--- config.mk ---
export PLATFORM = sky130hd
export DESIGN_NAME = postfix_expression_evaluator
export DESIGN_NICKNAME = d
export VERILOG_FILES = /design/src/rpn_pkg.sv /design/src/rpn_stack.sv /design/src/rpn_alu.sv /design/src/postfix_expression_evaluator.sv
export SDC_FILE = /design/constraint.sdc
export NUM_CORES = 2
export LEC_CHECK = 0
export ABC_AREA = 1
export ABC_CLOCK_PERIOD_IN_PS = 11150
export BUFFER_PORTS_ARGS = -buffer_cell sky130_fd_sc_hd__buf_2
export CAP_MARGIN = 10
export CELL_PAD_IN_SITES_DETAIL_PLACEMENT = 0
export CELL_PAD_IN_SITES_GLOBAL_PLACEMENT = 1
export CORE_ASPECT_RATIO = 1.1
export CORE_MARGIN = 4
export CORE_UTILIZATION = 30
export CTS_CLUSTER_DIAMETER = 40
export DETAILED_ROUTE_END_ITERATION = 10
export HOLD_SLACK_MARGIN = 0.1
export PLACE_DENSITY_LB_ADDON = 0.1
export SLEW_MARGIN = 25
export SYNTH_ARGS = -nofsm -noshare
export SYNTH_HDL_FRONTEND = slang
export SYNTH_HIERARCHICAL = 1
export SYNTH_SLANG_ARGS = --single-unit
--- constraint.sdc ---
create_clock -name clk -period 11.15 [get_ports clk]
set_clock_uncertainty 0.05 [all_clocks]
set_input_delay 2.23 -clock clk [delete_from_list [all_inputs] [get_ports clk]]
set_output_delay 2.23 -clock clk [all_outputs]
set_load 0.03 [all_outputs]
--- src/rpn_pkg.sv ---
// ----------------------------------------------------------------------------
// rpn_pkg: shared types and constants for the postfix evaluator
// Operator codes, error codes, arithmetic unit op codes and interfaces.
// ----------------------------------------------------------------------------
package rpn_pkg;

  localparam int DATA_W          = 32;
  localparam int CNT_W           = $clog2(DATA_W + 1);
  localparam int STACK_DEPTH_DEF = 64;

  // ASCII operator characters
  localparam logic [7:0] CHAR_ADD = 8'h2B;  // '+'
  localparam logic [7:0] CHAR_SUB = 8'h2D;  // '-'
  localparam logic [7:0] CHAR_MUL = 8'h2A;  // '*'
  localparam logic [7:0] CHAR_DIV = 8'h2F;  // '/'

  // error codes, first one in an expression is kept
  localparam logic [2:0] ERR_OK        = 3'd0;
  localparam logic [2:0] ERR_UNDERFLOW = 3'd1;
  localparam logic [2:0] ERR_DIVZERO   = 3'd2;
  localparam logic [2:0] ERR_UNKNOWN   = 3'd3;
  localparam logic [2:0] ERR_OVERFLOW  = 3'd4;

  typedef logic [1:0] alu_op_t;
  localparam alu_op_t ALU_ADD = 2'd0;
  localparam alu_op_t ALU_SUB = 2'd1;
  localparam alu_op_t ALU_MUL = 2'd2;
  localparam alu_op_t ALU_DIV = 2'd3;

  typedef struct packed {
    logic              start;
    alu_op_t           op;
    logic [DATA_W-1:0] lhs;
    logic [DATA_W-1:0] rhs;
  } alu_req_t;

  typedef struct packed {
    logic              done;
    logic [DATA_W-1:0] result;
  } alu_rsp_t;

  function automatic logic op_known(input logic [7:0] ch);
    logic k;
    case (ch)
      CHAR_ADD, CHAR_SUB, CHAR_MUL, CHAR_DIV: k = 1'b1;
      default:                                k = 1'b0;
    endcase
    return k;
  endfunction

  function automatic alu_op_t op_decode(input logic [7:0] ch);
    alu_op_t o;
    case (ch)
      CHAR_SUB: o = ALU_SUB;
      CHAR_MUL: o = ALU_MUL;
      CHAR_DIV: o = ALU_DIV;
      default:  o = ALU_ADD;
    endcase
    return o;
  endfunction

endpackage

--- src/rpn_stack.sv ---
// ----------------------------------------------------------------------------
// rpn_stack: operand stack storage
// Single write port, single read port with registered read data.
// ----------------------------------------------------------------------------
module rpn_stack #(
  parameter int STACK_DEPTH = rpn_pkg::STACK_DEPTH_DEF,
  parameter int AW          = $clog2(STACK_DEPTH)
) (
  input  logic                      clk,
  input  logic                      wr_en,
  input  logic [AW-1:0]             wr_addr,
  input  logic [rpn_pkg::DATA_W-1:0] wr_data,
  input  logic [AW-1:0]             rd_addr,
  output logic [rpn_pkg::DATA_W-1:0] rd_data
);

  logic [rpn_pkg::DATA_W-1:0] mem [STACK_DEPTH];
  logic [rpn_pkg::DATA_W-1:0] rd_data_r;

  always_ff @(posedge clk) begin
    if (wr_en) begin
      mem[wr_addr] <= wr_data;
    end
    rd_data_r <= mem[rd_addr];
  end

  assign rd_data = rd_data_r;

endmodule

--- src/rpn_alu.sv ---
// ----------------------------------------------------------------------------
// rpn_alu: shared arithmetic unit
// Add/sub registered on start; multiply by shift-add and divide by restoring
// division, one bit per cycle over DATA_W bits; divide ends with a sign fix.
// ----------------------------------------------------------------------------
module rpn_alu (
  input  logic              clk,
  input  logic              rst_n,
  input  rpn_pkg::alu_req_t req,
  output rpn_pkg::alu_rsp_t rsp
);

  localparam int W = rpn_pkg::DATA_W;

  logic                       busy_r, busy_nxt;
  logic                       done_r, done_nxt;
  logic [rpn_pkg::CNT_W-1:0]  cnt_r, cnt_nxt;
  rpn_pkg::alu_op_t           op_r, op_nxt;
  logic                       neg_r, neg_nxt;
  logic [W-1:0]               acc_r, acc_nxt;   // product or partial remainder
  logic [W-1:0]               x_r, x_nxt;       // multiplicand or divisor
  logic [W-1:0]               y_r, y_nxt;       // multiplier or dividend/quotient
  logic [W-1:0]               res_r, res_nxt;
  logic [W-1:0]               mag_l, mag_r;
  logic [W:0]                 rem_sh, rem_sub;

  always_comb begin
    mag_l = req.lhs[W-1] ? (W'(0) - req.lhs) : req.lhs;
    mag_r = req.rhs[W-1] ? (W'(0) - req.rhs) : req.rhs;
    rem_sh  = {acc_r, y_r[W-1]};
    rem_sub = rem_sh - {1'b0, x_r};
  end

  always_comb begin
    busy_nxt = busy_r;
    done_nxt = 1'b0;
    cnt_nxt  = cnt_r;
    op_nxt   = op_r;
    neg_nxt  = neg_r;
    acc_nxt  = acc_r;
    x_nxt    = x_r;
    y_nxt    = y_r;
    res_nxt  = res_r;
    if (busy_r) begin
      if (cnt_r == '0) begin
        busy_nxt = 1'b0;
        done_nxt = 1'b1;
        if (op_r == rpn_pkg::ALU_MUL) begin
          res_nxt = acc_r;
        end else begin
          res_nxt = neg_r ? (W'(0) - y_r) : y_r;
        end
      end else begin
        cnt_nxt = cnt_r - rpn_pkg::CNT_W'(1);
        if (op_r == rpn_pkg::ALU_MUL) begin
          if (y_r[0]) begin
            acc_nxt = acc_r + x_r;
          end
          x_nxt = {x_r[W-2:0], 1'b0};
          y_nxt = {1'b0, y_r[W-1:1]};
        end else begin
          if (!rem_sub[W]) begin
            acc_nxt = rem_sub[W-1:0];
            y_nxt   = {y_r[W-2:0], 1'b1};
          end else begin
            acc_nxt = rem_sh[W-1:0];
            y_nxt   = {y_r[W-2:0], 1'b0};
          end
        end
      end
    end else if (req.start) begin
      op_nxt = req.op;
      case (req.op)
        rpn_pkg::ALU_ADD: begin
          res_nxt  = req.lhs + req.rhs;
          done_nxt = 1'b1;
        end
        rpn_pkg::ALU_SUB: begin
          res_nxt  = req.lhs - req.rhs;
          done_nxt = 1'b1;
        end
        rpn_pkg::ALU_MUL: begin
          acc_nxt  = '0;
          x_nxt    = req.lhs;
          y_nxt    = req.rhs;
          cnt_nxt  = rpn_pkg::CNT_W'(W);
          busy_nxt = 1'b1;
        end
        default: begin
          if (req.rhs == '0) begin
            res_nxt  = '0;
            done_nxt = 1'b1;
          end else begin
            acc_nxt  = '0;
            x_nxt    = mag_r;
            y_nxt    = mag_l;
            neg_nxt  = req.lhs[W-1] ^ req.rhs[W-1];
            cnt_nxt  = rpn_pkg::CNT_W'(W);
            busy_nxt = 1'b1;
          end
        end
      endcase
    end
  end

  always_ff @(posedge clk) begin
    if (!rst_n) begin
      busy_r <= 1'b0;
      done_r <= 1'b0;
      cnt_r  <= '0;
    end else begin
      busy_r <= busy_nxt;
      done_r <= done_nxt;
      cnt_r  <= cnt_nxt;
    end
    op_r  <= op_nxt;
    neg_r <= neg_nxt;
    acc_r <= acc_nxt;
    x_r   <= x_nxt;
    y_r   <= y_nxt;
    res_r <= res_nxt;
  end

  assign rsp.done   = done_r;
  assign rsp.result = res_r;

endmodule

--- src/postfix_expression_evaluator.sv ---
// ----------------------------------------------------------------------------
// postfix_expression_evaluator: reverse Polish expression evaluator
// Operand stack in RAM, a token sequencer and one shared arithmetic unit.
// ----------------------------------------------------------------------------
// Usage:
//   Input stream (in_*): one token per transfer. in_tuser = 1 marks a number
//   (in_tdata[39:8]), 0 an operator character (in_tdata[7:0]). in_tlast marks
//   the final token of an expression.
//   Output stream (out_*): one transfer per expression, after its last token:
//   out_tdata = top of stack, out_tuser = first error seen
//   (0 ok, 1 underflow, 2 divide by zero, 3 unknown operator, 4 overflow).
// Sequencing: one token at a time, in_tready low while it is worked on.
//   number / rejected operator : decode, tail
//   + or -, or / by zero       : decode, operand reads, start, unit result, tail
//   * or /                     : as above, with DATA_W shift steps and a
//                                final step (sign fix for /) in the shared unit
//   a last token also passes a top-of-stack read (skipped when the stack is
//   empty) to reach the output register, plus any wait for it to free.
// Reset empties the stack and clears the sticky error; stack RAM needs no
// clearing since no entry is read before being pushed.
// The output register holds a result until it is taken; further tokens are
// accepted meanwhile, and only a second result waits for the slot to free.
// ----------------------------------------------------------------------------
module postfix_expression_evaluator #(
  parameter int STACK_DEPTH = rpn_pkg::STACK_DEPTH_DEF
) (
  input  logic        clk,
  input  logic        rst_n,
  input  logic        in_tvalid,
  output logic        in_tready,
  input  logic [39:0] in_tdata,   // [7:0] operator_char, [39:8] operand_value
  input  logic        in_tuser,   // [0] is_number
  input  logic        in_tlast,
  output logic        out_tvalid,
  input  logic        out_tready,
  output logic [31:0] out_tdata,  // [31:0] result_value
  output logic [2:0]  out_tuser   // [2:0] error_status
);

  localparam int W    = rpn_pkg::DATA_W;
  localparam int AW   = (STACK_DEPTH > 1) ? $clog2(STACK_DEPTH) : 1;
  localparam int SP_W = $clog2(STACK_DEPTH + 1);

  // sequencer states
  localparam logic [2:0] S_IDLE   = 3'd0;
  localparam logic [2:0] S_DECODE = 3'd1;
  localparam logic [2:0] S_RD_L   = 3'd2;
  localparam logic [2:0] S_START  = 3'd3;
  localparam logic [2:0] S_ALU    = 3'd4;
  localparam logic [2:0] S_TAIL   = 3'd5;
  localparam logic [2:0] S_TOP    = 3'd6;
  localparam logic [2:0] S_EMIT   = 3'd7;

  logic [2:0]      state_r, state_nxt;
  logic [SP_W-1:0] sp_r, sp_nxt;
  logic [2:0]      err_r, err_nxt;
  logic [W-1:0]    ropnd_r, ropnd_nxt;    // right operand
  logic [W-1:0]    res_r, res_nxt;        // value to emit
  logic            out_valid_r, out_valid_nxt;
  logic [W-1:0]    out_data_r, out_data_nxt;
  logic [2:0]      out_err_r, out_err_nxt;

  // latched token
  logic            tok_num_r;
  logic [7:0]      tok_op_r;
  logic [W-1:0]    tok_val_r;
  logic            tok_last_r;

  logic            mem_we;
  logic [AW-1:0]   mem_waddr, mem_raddr;
  logic [W-1:0]    mem_wdata, mem_rdata;
  logic [SP_W-1:0] sp_m1, sp_m2;
  logic            in_xfer, emit_go;

  rpn_pkg::alu_req_t alu_req;
  rpn_pkg::alu_rsp_t alu_rsp;

  assign in_tready = (state_r == S_IDLE);
  assign in_xfer   = in_tvalid && in_tready;
  assign sp_m1     = sp_r - SP_W'(1);
  assign sp_m2     = sp_r - SP_W'(2);
  assign emit_go   = (state_r == S_EMIT) && (!out_valid_r || out_tready);

  always_comb begin
    state_nxt     = state_r;
    sp_nxt        = sp_r;
    err_nxt       = err_r;
    ropnd_nxt     = ropnd_r;
    res_nxt       = res_r;
    out_valid_nxt = out_valid_r && !out_tready;
    out_data_nxt  = out_data_r;
    out_err_nxt   = out_err_r;
    mem_we        = 1'b0;
    mem_waddr     = sp_r[AW-1:0];
    mem_wdata     = tok_val_r;
    mem_raddr     = sp_m1[AW-1:0];
    alu_req.start = 1'b0;
    alu_req.op    = rpn_pkg::op_decode(tok_op_r);
    alu_req.lhs   = mem_rdata;
    alu_req.rhs   = ropnd_r;

    case (state_r)
      S_IDLE: begin
        if (in_tvalid) begin
          state_nxt = S_DECODE;
        end
      end
      S_DECODE: begin
        state_nxt = S_TAIL;
        if (tok_num_r) begin
          if (sp_r == SP_W'(STACK_DEPTH)) begin
            if (err_r == rpn_pkg::ERR_OK) err_nxt = rpn_pkg::ERR_OVERFLOW;
          end else begin
            mem_we = 1'b1;
            sp_nxt = sp_r + SP_W'(1);
          end
        end else if (!rpn_pkg::op_known(tok_op_r)) begin
          if (err_r == rpn_pkg::ERR_OK) err_nxt = rpn_pkg::ERR_UNKNOWN;
        end else if (sp_r < SP_W'(2)) begin
          if (err_r == rpn_pkg::ERR_OK) err_nxt = rpn_pkg::ERR_UNDERFLOW;
        end else begin
          state_nxt = S_RD_L;       // right operand read issued
        end
      end
      S_RD_L: begin
        ropnd_nxt = mem_rdata;
        mem_raddr = sp_m2[AW-1:0];
        state_nxt = S_START;
      end
      S_START: begin
        alu_req.start = 1'b1;
        if (alu_req.op == rpn_pkg::ALU_DIV && ropnd_r == '0 &&
            err_r == rpn_pkg::ERR_OK) begin
          err_nxt = rpn_pkg::ERR_DIVZERO;
        end
        state_nxt = S_ALU;
      end
      S_ALU: begin
        if (alu_rsp.done) begin
          mem_we    = 1'b1;
          mem_waddr = sp_m2[AW-1:0];
          mem_wdata = alu_rsp.result;
          sp_nxt    = sp_m1;
          state_nxt = S_TAIL;
        end
      end
      S_TAIL: begin
        if (!tok_last_r) begin
          state_nxt = S_IDLE;
        end else if (sp_r == '0) begin
          if (err_r == rpn_pkg::ERR_OK) err_nxt = rpn_pkg::ERR_UNDERFLOW;
          res_nxt   = '0;
          state_nxt = S_EMIT;
        end else begin
          state_nxt = S_TOP;        // top-of-stack read issued
        end
      end
      S_TOP: begin
        res_nxt   = mem_rdata;
        state_nxt = S_EMIT;
      end
      S_EMIT: begin
        if (emit_go) begin
          out_valid_nxt = 1'b1;
          out_data_nxt  = res_r;
          out_err_nxt   = err_r;
          sp_nxt        = '0;
          err_nxt       = rpn_pkg::ERR_OK;
          state_nxt     = S_IDLE;
        end
      end
      default: state_nxt = S_IDLE;
    endcase
  end

  always_ff @(posedge clk) begin
    if (!rst_n) begin
      state_r     <= S_IDLE;
      sp_r        <= '0;
      err_r       <= rpn_pkg::ERR_OK;
      out_valid_r <= 1'b0;
    end else begin
      state_r     <= state_nxt;
      sp_r        <= sp_nxt;
      err_r       <= err_nxt;
      out_valid_r <= out_valid_nxt;
    end
    ropnd_r    <= ropnd_nxt;
    res_r      <= res_nxt;
    out_data_r <= out_data_nxt;
    out_err_r  <= out_err_nxt;
    if (in_xfer) begin
      tok_num_r  <= in_tuser;
      tok_op_r   <= in_tdata[7:0];
      tok_val_r  <= in_tdata[39:8];
      tok_last_r <= in_tlast;
    end
  end

  rpn_stack #(
    .STACK_DEPTH (STACK_DEPTH),
    .AW          (AW)
  ) u_stack (
    .clk     (clk),
    .wr_en   (mem_we),
    .wr_addr (mem_waddr),
    .wr_data (mem_wdata),
    .rd_addr (mem_raddr),
    .rd_data (mem_rdata)
  );

  rpn_alu u_alu (
    .clk   (clk),
    .rst_n (rst_n),
    .req   (alu_req),
    .rsp   (alu_rsp)
  );

  assign out_tvalid = out_valid_r;
  assign out_tdata  = out_data_r;
  assign out_tuser  = out_err_r;

`ifndef ASSERT_OFF
  a_sp_bound: assert property (@(posedge clk) disable iff (!rst_n)
    sp_r <= SP_W'(STACK_DEPTH))
    else $error("stack pointer beyond depth");

  a_err_code: assert property (@(posedge clk) disable iff (!rst_n)
    out_tvalid |-> out_tuser <= rpn_pkg::ERR_OVERFLOW)
    else $error("bad error code on output");

  a_alu_done: assert property (@(posedge clk) disable iff (!rst_n)
    alu_rsp.done |-> state_r == S_ALU)
    else $error("arithmetic result outside wait state");

  a_emit_clear: assert property (@(posedge clk) disable iff (!rst_n)
    emit_go |=> (sp_r == '0 && err_r == rpn_pkg::ERR_OK && out_tvalid))
    else $error("expression state not cleared after result");
`endif

endmodule

# Word-level counts from Yosys, hierarchy flattened
# Memory sizes are Yosys's and may differ from the RTL's. A register that Yosys moved wholly into a read port is not among the register bits.
# Index checks and enable logic that the tools add are counted.
[word_totals] regBits=294 mem_bits_rw=2048 input_bits=46 wordCells=197 mem_count=1
[mem_list] name="u_stack.mem" words=64 width=32 rd=1 rd_ports_with_merged_regs=1 write_ports=1 line_no="rpn_stack.sv:17" rtl="logic [rpn_pkg::DATA_W-1:0] mem [STACK_DEPTH];"
[classes] add_sub_neg=11 order_cmp=1 n_eq_ne=35 n_mux=91 bitwise_logic=4 n_reduce_logical=33
[ops] cell="$mux W32" n=29
[ops] cell="$pmux W32 S2" n=4
[ops] cell="$pmux W32 S3" n=1
[ops] cell="$sub A1 B32 Y32 const A" n=3
[ops] cell="$add A32 B32 Y32" n=2
[ops] cell="$mux W3" n=17
[ops] cell="$mux W6" n=7
[ops] cell="$sub A33 B32 Y33" n=1
[ops] cell="$eq A8 B6 Y1 const B" n=4
[ops] cell="$logic_not A32 Y1" n=1
[ops] cell="$sub A32 B32 Y32" n=1
[ops] cell="$mux W7" n=4
[ops] cell="$pmux W3 S8" n=1
[ops] cell="$mux W1" n=21
[ops] cell="$pmux W7 S3" n=1
[ops] cell="$ne A2 B2 Y1 const B" n=10
[ops] cell="$reduce_and A5 Y1" n=3
[ops] cell="$eq A3 B3 Y1 const B" n=4
[ops] cell="$ne A3 B3 Y1 const B" n=4
[ops] cell="$pmux W3 S4" n=1
[ops] cell="$pmux W6 S2" n=1
[ops] cell="$reduce_and A4 Y1" n=3
[ops] cell="$reduce_and A9 Y1" n=1
[ops] cell="$reduce_bool A4 Y1" n=2
[ops] cell="31 further kinds" n=49

# Depth between registers and ports, before layout
[logic_depth] word_depth=8 ltp_mapped=25 ltp_nobuf=24

# By module
# The synthesis kept the hierarchy.
[by_module_without_submodules] mod="rpn_stack" n_inst=1 cells_per_inst=6785 area_per_inst_um2=82785.6 seq_area_each_um2=62139.6
[by_module_without_submodules] mod="rpn_alu" n_inst=1 cells_per_inst=2659 area_per_inst_um2=16779.8 seq_area_each_um2=4093.9
[by_module_without_submodules] mod="postfix_expression_evaluator" n_inst=1 cells_per_inst=581 area_per_inst_um2=6486.2 seq_area_each_um2=4514.3

# Worst setup path after synthesis
# OpenSTA, ideal clock, no wires.
[synth_timing] path_kind="input-to-reg" start="input in_tvalid" end="register tok_last_r (enable)" setup_ns=0.441 t_arrival_ns=4.039 slack_ns=6.620 path_stages=2 path_buffers=0 cell_sequence="inv_1 nor2_1"
[synth_between] elab_chain_cells=1
[synth_rtl] element="start: declaration" line_no="postfix_expression_evaluator.sv:29" rtl="input logic in_tvalid,"
[synth_rtl] element="$logic_and A1 B1 Y1" line_no="postfix_expression_evaluator.sv:79" rtl="assign in_xfer = in_tvalid && in_tready;"
[synth_rtl] element="via in_xfer" line_no="postfix_expression_evaluator.sv:73" rtl="logic in_xfer, emit_go;"
[synth_rtl] element="end signal: assignment" line_no="postfix_expression_evaluator.sv:196" rtl="tok_last_r <= in_tlast;"
[synth_rtl] element="end: declaration" line_no="postfix_expression_evaluator.sv:67" rtl="logic tok_last_r;"
# The timed path passes the listed nets, and every way through them passes these cells.
# A chain may end at the register's enable or synchronous reset.

# Worst setup path in the final report
[layout_timing] start="register sp_r[0]" end="register u_stack.rd_data_r (netlist bit u_stack/rd_data[5]), read port of u_stack.mem"
[layout_between] elab_chain_cells=2
[layout_rtl] element="start: declaration" line_no="postfix_expression_evaluator.sv:55" rtl="logic [SP_W-1:0] sp_r, sp_nxt;"
[layout_rtl] element="start signal: assignment" line_no="postfix_expression_evaluator.sv:184" rtl="sp_r <= sp_nxt;"
[layout_rtl] element="$sub A7 B1 Y7 / $sub A6 B2 Y6 (equally long branches)" line_no="postfix_expression_evaluator.sv:80, postfix_expression_evaluator.sv:81"
[layout_rtl] element="$mux W6 *" line_no="postfix_expression_evaluator.sv:102" rtl="case (state_r)"
[layout_rtl] element="via mem_raddr[1]" line_no="postfix_expression_evaluator.sv:70" rtl="logic [AW-1:0] mem_waddr, mem_raddr;"
[layout_rtl] element="end: declaration" line_no="rpn_stack.sv:18" rtl="logic [rpn_pkg::DATA_W-1:0] rd_data_r;"
# Mark *: on every way through the listed nets, which the timed path passes. The rest lies on a longest branch.

==> impl_metrics.json <==
{
  "ys_warn_count": 6,
  "grt_overflow": 0,
  "die_h_um": 632,
  "hold_buffers": 0,
  "cp-end-kind": "register",
  "antenna_found_initial": 37,
  "post-route-cell-area_sq_mm": 0.127,
  "rrSetupSlack_ns": 5.56,
  "htree_levels": 5,
  "cp_max_fo": 109,
  "gp_congestion": 0.884,
  "fin_tns_setup_ns": 0,
  "track_usage": 0.225,
  "finalCoreUtilization": 0.360,
  "worst-setup-path-type": "register to register",
  "postPlaceCellArea_sq_mm": 0.112,
  "maxSlewHeadroom": 0.245,
  "cp_common_cell": "nand3_1",
  "critPathTopFamily": "buffers and inverters",
  "die_area_sq_mm": 0.363,
  "slew_viol_final": 0,
  "n_fill_cell": 35154,
  "maxCapViolations": 0,
  "cts_buffers": 417,
  "synth_most_common_cell": "nand2_1",
  "synth_ff_type": "edfxtp_1",
  "powerDensity_mw_per_mm2": 284,
  "power_mw": 35.9,
  "core_area_sq_mm": 0.351,
  "syn_inst": 10025,
  "start_util": 0.302,
  "synth.distinct_cells": 64,
  "clk_pin_slew_ns": 0.06,
  "max_freq_ghz": 0.179,
  "synth_largest_area_cell": "edfxtp_1",
  "nNetsFinal": 10350,
  "first_pass_iters": 7,
  "cp_slowest_cell": "o21ai_4",
  "clock_latency_ns": 0.95,
  "irDropWorstVdd_uv": 290,
  "r2r_cells": 13,
  "syn_to_final_growth_pct": 19.3,
  "final.min_clock_period_ns": 5.59,
  "synth_common_cells": "3,146 x nand2_1, 2,320 x edfxtp_1, 2,121 x nand3_1",
  "avgSynthCellArea_sq_um": 10.6,
  "synth_enable_flop_cells": 2320,
  "routed_wl_um": 420000,
  "worst_slew_pin_slew_ns": 1.13,
  "max_stage_delay_ns": 0.75,
  "holdPathStages": 0,
  "grt_max_degree": 192,
  "start_kind": "register",
  "synth_top_area_frac": 0.657,
  "drtAntennaViolNets": 0,
  "async_flop_share": 0,
  "synth_area_sq_mm": 0.106,
  "io-pin-count": 83,
  "grt_pass1_wl_um": 590000,
  "drive_gt1_frac": 0.114,
  "outcome": "finished clean",
  "clockBufferDepth": 4,
  "num_rows": 228,
  "timing.rr.end": "u_stack/rd_data[5]",
  "ys_top_cells_by_area": "edfxtp_1 66%, nand2_1 11%, nand3_1 10%, inv_1 1.6%, nor2_1 1.4%",
  "cp_num_buf_inv": 4,
  "synth_seq_cells": 2374,
  "synthesis.nets": 10180,
  "dr.first_iter.drc_count": 7188,
  "post_cts_buffers": 0,
  "cts_resized": 0,
  "cts_tree": "done",
  "crit_required_ns": 11.92,
  "rr_startpoint": "sp_r[0]",
  "die_w_um": 575,
  "finalHoldViolCount": 0,
  "arrival_ns": 6.37,
  "dp_hpwl_um": 249000,
  "worstPathCellList": "inv_1 -> ha_1 -> o21ai_4 -> buf_4 -> buf_4 -> buf_12 -> nand3_1 -> nand3_1 -> nand3_1 -> nand3_1 -> nand2_1 -> nand2_1 -> nand2_1",
  "vias_per_cell": 5.07,
  "holdPathEnd": "out_tdata[8]",
  "ys_seq_area_frac": 0.667,
  "num_vias": 77426,
  "grt_setup_unrepaired": "no",
  "finalCritPeriodShare": 0.502,
  "clock_sinks": 2374,
  "clockRootBuffer": "clkbuf_16",
  "setup_viol": 0,
  "min-delay-path-class": "register to register",
  "remaining_drc_errors": 0,
  "wl_per_cell_um": 27.5,
  "hold_start": "res_r[8]",
  "p_leak_nw": 46.5,
  "io_buffer_count": 82,
  "grt_pass1_vias": 75507
}
## stage by stage
stage,hold slack (ns),instances,setup WS (ns)
floorplan,0.350,10025,6.62
global placement,0.362,14485,5.41
detailed placement,0.360,14486,5.34
CTS,0.370,15269,5.35
global route,0.384,15276,5.30
finish,0.368,15283,5.56
## placed cells by master, fill, tap and decap left out, types with 58 or more instances in the layout
cell	count
nor2_4	72
clkbuf_16	423
o21ai_0	193
inv_1	455
a21oi_1	207
buf_4	179
ha_1	106
nand2_1	3114
edfxtp_1	2320
nor2_1	322
nand3_1	2121
nor3_1	58
buf_2	82
## per-layer routing
layer | vias up | share of wire | GRT usage
met4 | 4 | 0.027 | 0.0591
met5 | - | 0.000088 | 0
met2 | 2313 | 0.47 | 0.371
li1 | 35533 | - | -
met1 | 39063 | 0.45 | 0.316
met3 | 513 | 0.048 | 0.0237
## where the power goes
part / switching [mW] / internal, mW / total (mW)
Sequential: 0.416 / 10.6 / 11.0
Clock: 4.69 / 8.24 / 12.9
Combinational: 9.30 / 2.69 / 12.0
## area by class of cell
type / instances / area (sq um) / share of cell area
clock buffer: 485 / 10900 / 0.0864
antenna: 9 / 22.5 / 0.000178
multi-input combinational: 6633 / 31500 / 0.249
inverter: 486 / 1870 / 0.0148
tap: 4715 / 5900 / 0.0466
sequential: 2374 / 70800 / 0.559
clock inverter: 298 / 3340 / 0.0264
timing repair buffer: 283 / 2190 / 0.0173
## sequential cells by signal, summed over array words and instances (netlist names), 8 cells and up
signal	count
out_tdata	32
res_r	32
ropnd_r	32
tok_op_r	8
tok_val_r	32
u_alu/acc_r	32
u_alu/res_r	32
u_alu/x_r	32
u_alu/y_r	32
u_stack/mem	2048
u_stack/rd_data	32
## cell families after synthesis
| kind of cell | Yosys count | synth area share |
|---|---|---|
| and+or+nand+nor | 5879 | 0.240 |
| adders and majority gates | 109 | 0.0131 |
| AOI/OAI and AO/OA | 576 | 0.0314 |
| DFF | 2374 | 0.667 |
| xor gates and xnor gates | 69 | 0.00570 |
| buffers and inverters | 1018 | 0.0426 |
## worst max path at each step
stage	from	end	slack, ns	cells after the start
2_1_floorplan	in_tvalid	tok_last_r	6.62	2
3_3_place_gp	sp_r[0]	u_stack/rd_data[15]	5.41	13
3_5_place_dp	sp_r[0]	u_stack/rd_data[15]	5.34	13
4_1_cts	sp_r[0]	u_stack/rd_data[15]	5.35	13
5_1_grt	sp_r[0]	u_stack/rd_data[15]	5.30	13
6_report	sp_r[0]	u_stack/rd_data[5]	5.56	13
(Power assumes the default switching activity.)
